**config.mk**
```make
export PLATFORM = sky130hd
export DESIGN_NAME = dibit_block_framer_with_retransmit_core
export DESIGN_NICKNAME = d
export VERILOG_FILES = /design/src/dbfr_pkg.sv /design/src/dibit_block_framer_with_retransmit_core.sv
export SDC_FILE = /design/constraint.sdc
export NUM_CORES = 1
export LEC_CHECK = 0
export BUFFER_PORTS_ARGS = -buffer_cell sky130_fd_sc_hd__clkbuf_2
export CELL_PAD_IN_SITES_DETAIL_PLACEMENT = 0
export CELL_PAD_IN_SITES_GLOBAL_PLACEMENT = 2
export CORE_UTILIZATION = 48
export DETAILED_ROUTE_END_ITERATION = 10
export PLACE_DENSITY = 0.91
export RECOVER_POWER = 50
export SYNTH_ARGS = -nofsm -noshare
export SYNTH_HDL_FRONTEND = slang
export SYNTH_SLANG_ARGS = --single-unit
```
**constraint.sdc**
```tcl
create_clock -name clock -period 6.3 [get_ports clock]
set_input_delay 0.945 -clock clock [delete_from_list [all_inputs] [get_ports clock]]
set_output_delay 0.945 -clock clock [all_outputs]
set_load 0.02 [all_outputs]
```
**src/dbfr_pkg.sv**
```systemverilog
// Shared types, symbol codes and helper functions for the dibit block framer.
// No dependencies; every other file in src uses it by scoped names.

package dbfr_pkg;

   // Default number of bytes in one block.
   localparam int BLOCK_BYTES_DEF = 16;

   // Request kinds carried on req_tuser.
   localparam logic [1:0] REQ_DATA    = 2'd0;
   localparam logic [1:0] REQ_VERDICT = 2'd1;
   localparam logic [1:0] REQ_FLUSH   = 2'd2;

   // Line symbols.
   localparam logic [2:0] SYM_LAST    = 3'd1;
   localparam logic [2:0] SYM_START   = 3'd1;
   localparam logic [2:0] SYM_CS_NEXT = 3'd2;
   localparam logic [2:0] SYM_END     = 3'd3;

   // Group sizes.
   localparam logic [2:0] CNT_CTRL  = 3'd1;
   localparam logic [2:0] CNT_DIBIT = 3'd4;

   localparam int SYM_W   = 3;
   localparam int SUM_W   = 8;
   localparam int REQ_DW  = 16;
   localparam int RSP_DW  = 16;
   localparam int OK_BIT  = 8;

   typedef logic [SYM_W-1:0] sym_type;

   // One result group before it is packed onto rsp_tdata.
   typedef struct packed {
      sym_type    s4;
      sym_type    s3;
      sym_type    s2;
      sym_type    s1;
      logic [2:0] count;
      logic       last;
   } group_type;

   function automatic logic [3:0] popcount8(input logic [7:0] v);
      logic [3:0] c;
      c = '0;
      for (int i = 0; i < 8; i++) begin
         c = c + {3'b000, v[i]};
      end
      return c;
   endfunction

   // A byte as four clocked dibits, MSB first.
   function automatic group_type dibit_group(input logic [7:0] v);
      group_type g;
      g.s1    = {1'b1, v[7:6]};
      g.s2    = {1'b1, v[5:4]};
      g.s3    = {1'b1, v[3:2]};
      g.s4    = {1'b1, v[1:0]};
      g.count = CNT_DIBIT;
      g.last  = 1'b0;
      return g;
   endfunction

   function automatic group_type ctrl_group(input sym_type s, input logic last);
      group_type g;
      g.s1    = s;
      g.s2    = '0;
      g.s3    = '0;
      g.s4    = '0;
      g.count = CNT_CTRL;
      g.last  = last;
      return g;
   endfunction

endpackage

```
**src/dibit_block_framer_with_retransmit_core.sv**
```systemverilog
// Top level of the dibit block framer: block buffer memory, frame sequencer
// and output register. Depends on dbfr_pkg.

// Bytes are written into a block memory as they arrive. When a byte fills
// the block, an end-of-input item flushes it, or a failed verdict asks for a
// resend, the framer walks the buffer and emits its groups in order: the
// last-block marker (for the last block only), start, each byte (a memory
// read, then the group with its popcount added to the checksum), then
// checksum-next, checksum and end. The input stays closed while a frame is
// emitted, and for as long as the result side stalls.
// A good verdict for the flush block emits its two end symbols.

module dibit_block_framer_with_retransmit_core #(
   parameter int BLOCK_BYTES = dbfr_pkg::BLOCK_BYTES_DEF
) (
   input  logic                        clock,
   input  logic                        reset,
   input  logic                        req_tvalid,
   output logic                        req_tready,
   input  logic [dbfr_pkg::REQ_DW-1:0] req_tdata,  // data_byte[7:0], verdict_ok[8], zero
   input  logic                        req_tlast,  // stream_ends
   input  logic [1:0]                  req_tuser,  // req_type
   output logic                        rsp_tvalid,
   input  logic                        rsp_tready,
   output logic [dbfr_pkg::RSP_DW-1:0] rsp_tdata,  // sym_first[2:0], sym_second[5:3],
                                                    // sym_third[8:6], sym_fourth[11:9],
                                                    // sym_count[14:12], zero
   output logic                        rsp_tlast   // last
);

   localparam int CNT_W = $clog2(BLOCK_BYTES + 1);
   localparam int IDX_W = (BLOCK_BYTES > 1) ? $clog2(BLOCK_BYTES) : 1;

   localparam logic [3:0] S_IDLE  = 4'd0;
   localparam logic [3:0] S_MARK  = 4'd1;
   localparam logic [3:0] S_START = 4'd2;
   localparam logic [3:0] S_READ  = 4'd3;
   localparam logic [3:0] S_BYTE  = 4'd4;
   localparam logic [3:0] S_CSN   = 4'd5;
   localparam logic [3:0] S_CSUM  = 4'd6;
   localparam logic [3:0] S_END   = 4'd7;
   localparam logic [3:0] S_END2A = 4'd8;
   localparam logic [3:0] S_END2B = 4'd9;

   logic [7:0]                   buf_mem [BLOCK_BYTES];
   logic [7:0]                   rd_data_ff;

   logic [3:0]                   state_ff, state_in;
   logic [CNT_W-1:0]             fill_ff, fill_in;
   logic [CNT_W-1:0]             idx_ff, idx_in;
   logic                         awaiting_ff, awaiting_in;
   logic                         is_last_ff, is_last_in;
   logic                         flush_ff, flush_in;
   logic [dbfr_pkg::SUM_W-1:0]   sum_ff, sum_in;

   logic                         rsp_tvalid_ff, rsp_tvalid_in;
   logic [dbfr_pkg::RSP_DW-1:0]  rsp_tdata_ff, rsp_tdata_in;
   logic                         rsp_tlast_ff, rsp_tlast_in;

   logic                         req_accept;
   logic                         out_free;
   logic                         wr_en;
   logic                         rd_en;
   logic                         emit;
   dbfr_pkg::group_type          grp;

   assign req_tready = (state_ff == S_IDLE);
   assign req_accept = req_tvalid && req_tready;
   assign out_free   = !rsp_tvalid_ff || rsp_tready;

   always_comb begin
      state_in    = state_ff;
      fill_in     = fill_ff;
      idx_in      = idx_ff;
      awaiting_in = awaiting_ff;
      is_last_in  = is_last_ff;
      flush_in    = flush_ff;
      sum_in      = sum_ff;
      wr_en       = 1'b0;
      rd_en       = 1'b0;
      emit        = 1'b0;
      grp         = dbfr_pkg::ctrl_group(dbfr_pkg::SYM_END, 1'b0);
      unique case (state_ff)
         S_IDLE: begin
            if (req_accept) begin
               case (req_tuser)
                  dbfr_pkg::REQ_DATA: begin
                     if (!awaiting_ff) begin
                        if (fill_ff < CNT_W'(BLOCK_BYTES)) begin
                           wr_en   = 1'b1;
                           fill_in = fill_ff + CNT_W'(1);
                        end
                        if (fill_in >= CNT_W'(BLOCK_BYTES)) begin
                           is_last_in  = req_tlast;
                           awaiting_in = 1'b1;
                           state_in    = req_tlast ? S_MARK : S_START;
                        end
                     end
                  end
                  dbfr_pkg::REQ_VERDICT: begin
                     if (awaiting_ff) begin
                        if (!req_tdata[dbfr_pkg::OK_BIT]) begin
                           state_in = is_last_ff ? S_MARK : S_START;
                        end else begin
                           if (flush_ff) begin
                              state_in = S_END2A;
                           end
                           awaiting_in = 1'b0;
                           flush_in    = 1'b0;
                           is_last_in  = 1'b0;
                           fill_in     = '0;
                        end
                     end
                  end
                  dbfr_pkg::REQ_FLUSH: begin
                     if (!awaiting_ff) begin
                        is_last_in  = 1'b1;
                        flush_in    = 1'b1;
                        awaiting_in = 1'b1;
                        state_in    = S_MARK;
                     end
                  end
                  default: ;
               endcase
            end
         end
         S_MARK: begin
            if (out_free) begin
               emit     = 1'b1;
               grp      = dbfr_pkg::ctrl_group(dbfr_pkg::SYM_LAST, 1'b0);
               state_in = S_START;
            end
         end
         S_START: begin
            if (out_free) begin
               emit     = 1'b1;
               grp      = dbfr_pkg::ctrl_group(dbfr_pkg::SYM_START, 1'b0);
               idx_in   = '0;
               sum_in   = '0;
               state_in = (fill_ff == '0) ? S_CSN : S_READ;
            end
         end
         S_READ: begin
            rd_en    = 1'b1;
            state_in = S_BYTE;
         end
         S_BYTE: begin
            if (out_free) begin
               emit     = 1'b1;
               grp      = dbfr_pkg::dibit_group(rd_data_ff);
               sum_in   = sum_ff + dbfr_pkg::SUM_W'(dbfr_pkg::popcount8(rd_data_ff));
               idx_in   = idx_ff + CNT_W'(1);
               state_in = (idx_in == fill_ff) ? S_CSN : S_READ;
            end
         end
         S_CSN: begin
            if (out_free) begin
               emit     = 1'b1;
               grp      = dbfr_pkg::ctrl_group(dbfr_pkg::SYM_CS_NEXT, 1'b0);
               state_in = S_CSUM;
            end
         end
         S_CSUM: begin
            if (out_free) begin
               emit     = 1'b1;
               grp      = dbfr_pkg::dibit_group(sum_ff);
               state_in = S_END;
            end
         end
         S_END: begin
            if (out_free) begin
               emit     = 1'b1;
               grp      = dbfr_pkg::ctrl_group(dbfr_pkg::SYM_END, 1'b1);
               state_in = S_IDLE;
            end
         end
         S_END2A: begin
            if (out_free) begin
               emit     = 1'b1;
               grp      = dbfr_pkg::ctrl_group(dbfr_pkg::SYM_END, 1'b0);
               state_in = S_END2B;
            end
         end
         S_END2B: begin
            if (out_free) begin
               emit     = 1'b1;
               grp      = dbfr_pkg::ctrl_group(dbfr_pkg::SYM_END, 1'b1);
               state_in = S_IDLE;
            end
         end
         default: begin
            state_in = S_IDLE;
         end
      endcase
   end

   // The output register is refilled in the same cycle its word is taken.
   always_comb begin
      rsp_tvalid_in = emit ? 1'b1 : (rsp_tready ? 1'b0 : rsp_tvalid_ff);
      rsp_tdata_in  = rsp_tdata_ff;
      rsp_tlast_in  = rsp_tlast_ff;
      if (emit) begin
         rsp_tdata_in = {1'b0, grp.count, grp.s4, grp.s3, grp.s2, grp.s1};
         rsp_tlast_in = grp.last;
      end
   end

   // Bytes are written only while idle and read only while framing, so a
   // write and a read of the same entry never meet.
   always_ff @(posedge clock) begin
      if (wr_en) begin
         buf_mem[fill_ff[IDX_W-1:0]] <= req_tdata[7:0];
      end
      if (rd_en) begin
         rd_data_ff <= buf_mem[idx_ff[IDX_W-1:0]];
      end
   end

   always_ff @(posedge clock) begin
      if (reset) begin
         state_ff      <= S_IDLE;
         fill_ff       <= '0;
         idx_ff        <= '0;
         awaiting_ff   <= 1'b0;
         is_last_ff    <= 1'b0;
         flush_ff      <= 1'b0;
         sum_ff        <= '0;
         rsp_tvalid_ff <= 1'b0;
      end else begin
         state_ff      <= state_in;
         fill_ff       <= fill_in;
         idx_ff        <= idx_in;
         awaiting_ff   <= awaiting_in;
         is_last_ff    <= is_last_in;
         flush_ff      <= flush_in;
         sum_ff        <= sum_in;
         rsp_tvalid_ff <= rsp_tvalid_in;
      end
   end

   always_ff @(posedge clock) begin
      rsp_tdata_ff <= rsp_tdata_in;
      rsp_tlast_ff <= rsp_tlast_in;
   end

   assign rsp_tvalid = rsp_tvalid_ff;
   assign rsp_tdata  = rsp_tdata_ff;
   assign rsp_tlast  = rsp_tlast_ff;

endmodule

```
# Word-level counts from Yosys, hierarchy flattened
# Memory sizes are Yosys's and may differ from the RTL's. A register that Yosys moved wholly into a read port is not among the register bits.
# Index checks and enable logic that the tools add are counted.
# totals
ram_bits	128
ff_bits	42
memories	1
wordCells	139
inputBits	23
# memory_table
name	depth	word_bits	read_ports	rd_ports_with_merged_regs	write_ports	line_no	rtl
buf_mem	16	8	1	1	1	dibit_block_framer_with_retransmit_core.sv:45	logic [7:0] buf_mem [BLOCK_BYTES];
# classes
muxes	65
order_cmp	2
eq_ne	31
n_reduce_logical	20
add_sub_neg	10
# op_table
operator	n
one-hot mux 16 bit (5 select lines)	1
two-way mux 4 bit	14
two-way mux 5 bit	11
one-hot mux 4 bit (9 select lines)	1
two-way mux 16 bit	2
two-way mux 1 bit	22
!= test 2 bit, second input constant	11
one-hot mux 5 bit (2 select lines)	2
adder 4 x 1 -> 4 bit	4
equality test 4 x 3 -> 1 bit, second input constant	4
two-way mux 8 bit	2
one-hot mux 8 bit (2 select lines)	1
AND reduction 14 bit	1
!= test 3 bit, second input constant	4
one-hot mux 4 bit (3 select lines)	1
AND reduction 6 bit	2
adder 5 x 1 -> 5 bit, second input constant	2
adder 8 x 4 -> 8 bit	1
equality test 4 x 2 -> 1 bit, second input constant	2
equality test 4 bit, second input constant	2
AND reduction 8 bit	1
nonzero test 2 bit	4
OR reduction 8 bit	1
two-way mux 3 bit	2
other kinds (25)	30

# Logic depth before layout (Yosys ltp)
# depth
word_depth	12
ltp_mapped	12

# Worst setup path after synthesis
# Ideal clock, no wire load.
# synth_timing
path_type	reg-to-reg
start	register rd_data_ff[0] (read register of buf_mem)
end	register sum_ff[6] (netlist bit)
required_time_ns	6.160
setup_slack_ns	2.845
setup_ns	0.140
arrival_ns	3.314
stages_incl_launch_ff	12
cell_sequence	edfxtp_1 > fa_1 > inv_1 > fa_1 > fa_1 > fa_1 > fa_1 > nor2b_1 > o21ai_0 > a211oi_2 > xnor2_1 > nor3_1
# synth_via
elab_chain_cells	10
# synth_lines
item	line_no	rtl
start, declared	dibit_block_framer_with_retransmit_core.sv:46	logic [7:0] rd_data_ff;
adder 1 x 1 -> 2 bit	dbfr_pkg.sv:46	c = c + {3'b000, v[i]};
adder 2 x 1 -> 3 bit	dbfr_pkg.sv:46	
adder 3 x 1 -> 4 bit	dbfr_pkg.sv:46	
adder 4 x 1 -> 4 bit (4 in series)	dbfr_pkg.sv:46	
adder 8 x 4 -> 8 bit	dibit_block_framer_with_retransmit_core.sv:151	sum_in = sum_ff + dbfr_pkg::SUM_W'(dbfr_pkg::popcount8(rd_data_ff));
two-way mux 8 bit	dibit_block_framer_with_retransmit_core.sv:148	if (out_free) begin
one-hot mux 8 bit (2 select lines)	dibit_block_framer_with_retransmit_core.sv:83	unique case (state_ff)
end signal, assigned	dibit_block_framer_with_retransmit_core.sv:236	sum_ff <= sum_in;
end, declared	dibit_block_framer_with_retransmit_core.sv:54	logic [dbfr_pkg::SUM_W-1:0] sum_ff, sum_in;
# No other way between the ends. The select of a mux whose other input is x is not followed.
# A chain may end at the register's enable or synchronous reset.

# Final worst setup path
# Same ends and word-level chain as after synthesis.

==> impl_summary.txt <==
----------------------------------------------------
[Critical path]
  Biggest fanout along the worst timing path ... 2
  Crit end category ... flip-flop
  Data arrival at the endpoint of the critical path ... 3.97 ns
  Required time of the worst setup path ... 6.60 ns
  Kind of critical path ... reg2reg
  Type of origin of the critical path ... flip-flop

[Final layout]
  Post-Layout Cell Count ... 753
  Antenna cells ... 0
  Growth of design area from synthesis to finish ... 11.1%
  Area of all placed cells without fillers ... 8530 um^2
  Layout Utilization ... 55.3%
  NumNets Final ... 572
  Proportion of layout cells with a drive suffix above 1 ... 17.3%

[Pwr]
  Power density of the placed cells ... 288 nW/um^2
  Sequential share of power ... 51.8%
  Part of the total power dissipated in combinational logic ... 5.3%
  Maximum vdd drop ... 0.236 mV
  Leakage power ... 2.73 nW
  Overall power ... 2.45 mW
  Power share of the clock group ... 42.8%
  Sw frac ... 24.0%
  Internal power summed over all cells ... 1.86 mW
  Net switching power ... 0.589 mW

[Worst hold path]
  Class of the worst hold path ... reg2reg

[Routing]
  Total wire length after detailed routing ... 14700 um
  DRC Markers ... 0
  Via count ... 4220
  Per-cell via count in the routed design ... 5.60
  Wire length per cell ... 19.5 um
  Detailed Routing Iterations Pass 1 ... 5
  Antenna-violating nets left ... 0
  Number of violations reported at the end of detailed-routing iteration 0 ... 362

[Synthesis]
  Synthesized netlist cell count ... 500
  Mean cell area of the mapped netlist ... 15.4 um^2
  Top FF cell, synth ... edfxtp_1
  Number of storage elements in the synthesis netlist ... 173
  Number of enable flip-flop cells after synthesis ... 147
  Fraction of registers with async set or reset after synthesis ... 0%
  Netlist Area Pre-Place ... 7680 um^2
  Distinct cells, synth ... 59
  Sequential cell area fraction in the yosys report ... 64.3%
  Yosys Warn Count ... 0

[STA]
  Hold Slack ... 0.486 ns
  Final worst-path cycle share ... 58.4%
  Final Worst Setup Slack ... 2.62 ns
  Endpoints failing hold ... 0
  Maximum clock rate ... 272 MHz
  Unrepaired setup endpoints after global routing ... false
  Fin. max-slew vios ... 0
  Setup_tns ... 0 ns
  Min cycle time layout ... 3.68 ns
  Setup violations, final ... 0
  Slew headroom ... 26.9%
  Worst clock skew ... 0.00798 ns
  Worst Max-Slew Pin Slew ... 1.09 ns

[Die]
  Die area ... 16500 um^2
  Area inside the core boundary ... 15400 um^2
  Number of standard-cell rows in the floorplan ... 45
  Effective utilization at floorplan ... 49.8%
  Number of primary I/O pins ... 42
  Die width ... 128 um
  Die height ... 128 um

[CTS]
  Total number of clock tree sinks ... 173
  Buffer cell driving the clock tree root ... clkbuf_16
  Register clock-pin slew on the reported worst setup and hold paths ... 0.07 ns
  Num CTS Buffers ... 17
  Insertion delay of the later-clocked pin in the worst-skew pair ... 0.44 ns
  H-tree levels ... 4
  Post-CTS Hold Fix Bufs ... 0
  Count of instances resized after the clock tree is built ... 0
  CTS tree ... yes
  Buffers from clock root to sink, at most ... 2
  Postcts setup bufs ... 0

[Placed design]
  Worst slack at placement ... 2.60 ns
  Cell area after placement ... 7990 um^2
  HPWL Detailed ... 9460 um
  Routability Congestion ... 0.807
  Number of I/O port buffers ... 32
  Cells after DPL ... 721

[GRT]
  Initial antenna violation count ... 0
  Overflow left after global routing ... 0
  Wire length of the first global-routing pass ... 23300 um
  Pin count of the biggest net entering global routing ... 38
  Vias in the first global route ... 4216
  Overall routing resource usage ... 19.7%

[Status]
  Status ... complete, no violations

[Job]
  MaxCap Viol Count ... 0

----------------------------------------------------
[placed cells by master (no fill, tap or decap), types with 3 or more instances in the layout]
master and instances:
nand3_1 4, clkbuf_16 17, nor4_1 3, inv_1 24
dfxtp_1 25, nor2_1 48, a21oi_1 18, clkbuf_2 7
xnor2_1 9, nand2b_1 13, mux2i_1 3, edfxtp_1 147
o21ai_0 14, o21a_1 3, clkbuf_1 25, inv_6 4
or3_1 5, inv_8 4, a22oi_1 8, mux4_2 40
a211oi_1 4, nand2_1 22, o31ai_1 4, nor2b_1 5
fa_1 5, nor3_1 12, a211oi_2 3, buf_4 6
ha_1 15
[cells in the mapped netlist (2+ instances only)]
master | instances | area share, %
a2111oi_2 | 2 | 0.39
a211oi_1 | 4 | 0.39
a211oi_2 | 3 | 0.49
a21oi_1 | 18 | 1.2
a22oi_1 | 8 | 0.78
a311oi_1 | 2 | 0.23
and3_1 | 2 | 0.16
and4b_1 | 2 | 0.26
buf_1 | 2 | 0.098
buf_2 | 6 | 0.39
buf_4 | 9 | 0.88
buf_6 | 2 | 0.29
clkbuf_1 | 10 | 0.49
dfxtp_1 | 26 | 6.8
edfxtp_1 | 147 | 57
fa_1 | 5 | 1.3
ha_1 | 15 | 2.4
inv_1 | 24 | 1.2
mux2i_1 | 3 | 0.39
mux4_2 | 40 | 12
nand2_1 | 21 | 1.0
nand2b_1 | 13 | 1.1
nand3_1 | 4 | 0.26
nor2_1 | 48 | 2.3
nor2b_1 | 5 | 0.41
nor3_1 | 12 | 0.78
nor4_1 | 2 | 0.16
o211ai_1 | 2 | 0.20
o21a_1 | 3 | 0.29
o21ai_0 | 14 | 0.91
o31a_1 | 2 | 0.23
o31ai_1 | 4 | 0.39
or3_1 | 5 | 0.41
xnor2_1 | 9 | 1.0
xor2_1 | 2 | 0.23
[worst paths after layout]
kind                                    start        end  slack (ns)  cells after the start
worst max-delay path            rd_data_ff[0]  sum_ff[6]        2.62                     11
worst min-delay path                sum_ff[7]  sum_ff[7]        0.49                      2
worst max register to register  rd_data_ff[0]  sum_ff[6]        2.62                     11
worst min register to register      sum_ff[7]  sum_ff[7]        0.49                      2
[flip-flops by register name, summed over array words and instances, names as in the netlist]
register / flops
buf_mem: 128
sum_ff: 8
idx_ff: 5
rsp_tlast: 1
fill_ff: 5
awaiting_ff: 1
state_ff: 4
rsp_tvalid: 1
is_last_ff: 1
rsp_tdata: 10
flush_ff: 1
rd_data_ff: 8
[metal layers]
metal  vias up  GRT usage [%]  wire length, um
li1       1981              -                -
met1      2108           25.8             6670
met2       115           31.6             7090
met3        16           6.15              785
met4         0           6.16              139
met5         -              0                0
[cells by family after synthesis]
kind of cell / share of synthesized area [%]
AO/OA/AOI/OAI: 6.78
XOR/XNOR: 1.25
adder cells (fa/ha/maj): 3.75
buffers and inverters: 3.32
flip-flops: 64.3
multiplexers: 12.1
other: 0.0488
AND/OR/NAND/NOR: 8.44
[power by group through the flow]
stage	clock network (mW)	logic [mW]	registers [mW]
after floorplan	0	0.0916	1.30
after global placement	0	0.133	1.30
after detailed placement	0	0.137	1.30
final	1.05	0.131	1.27
after CTS	1.07	0.138	1.27
after global routing	1.11	0.145	1.27
[worst max-delay path, stage by stage (launching register included)]
cell      delay, ns
edfxtp_1       0.42
fa_1           0.56
inv_1          0.05
fa_1           0.53
fa_1           0.44
fa_1           0.41
fa_1           0.42
nor2b_1        0.12
o21ai_0        0.12
a211oi_2       0.26
xnor2_1        0.14
nor3_1         0.06
[final cells by class]
cell class	instances	area (um^2)
fill	1259	6900
sequential	173	4940
tap	211	264
timing repair buffer	38	174
multi-input combinational	275	2470
clock inverter	15	170
inverter	24	90.1
clock buffer	17	425
Note: power is estimated with default switching activity, not from simulation.
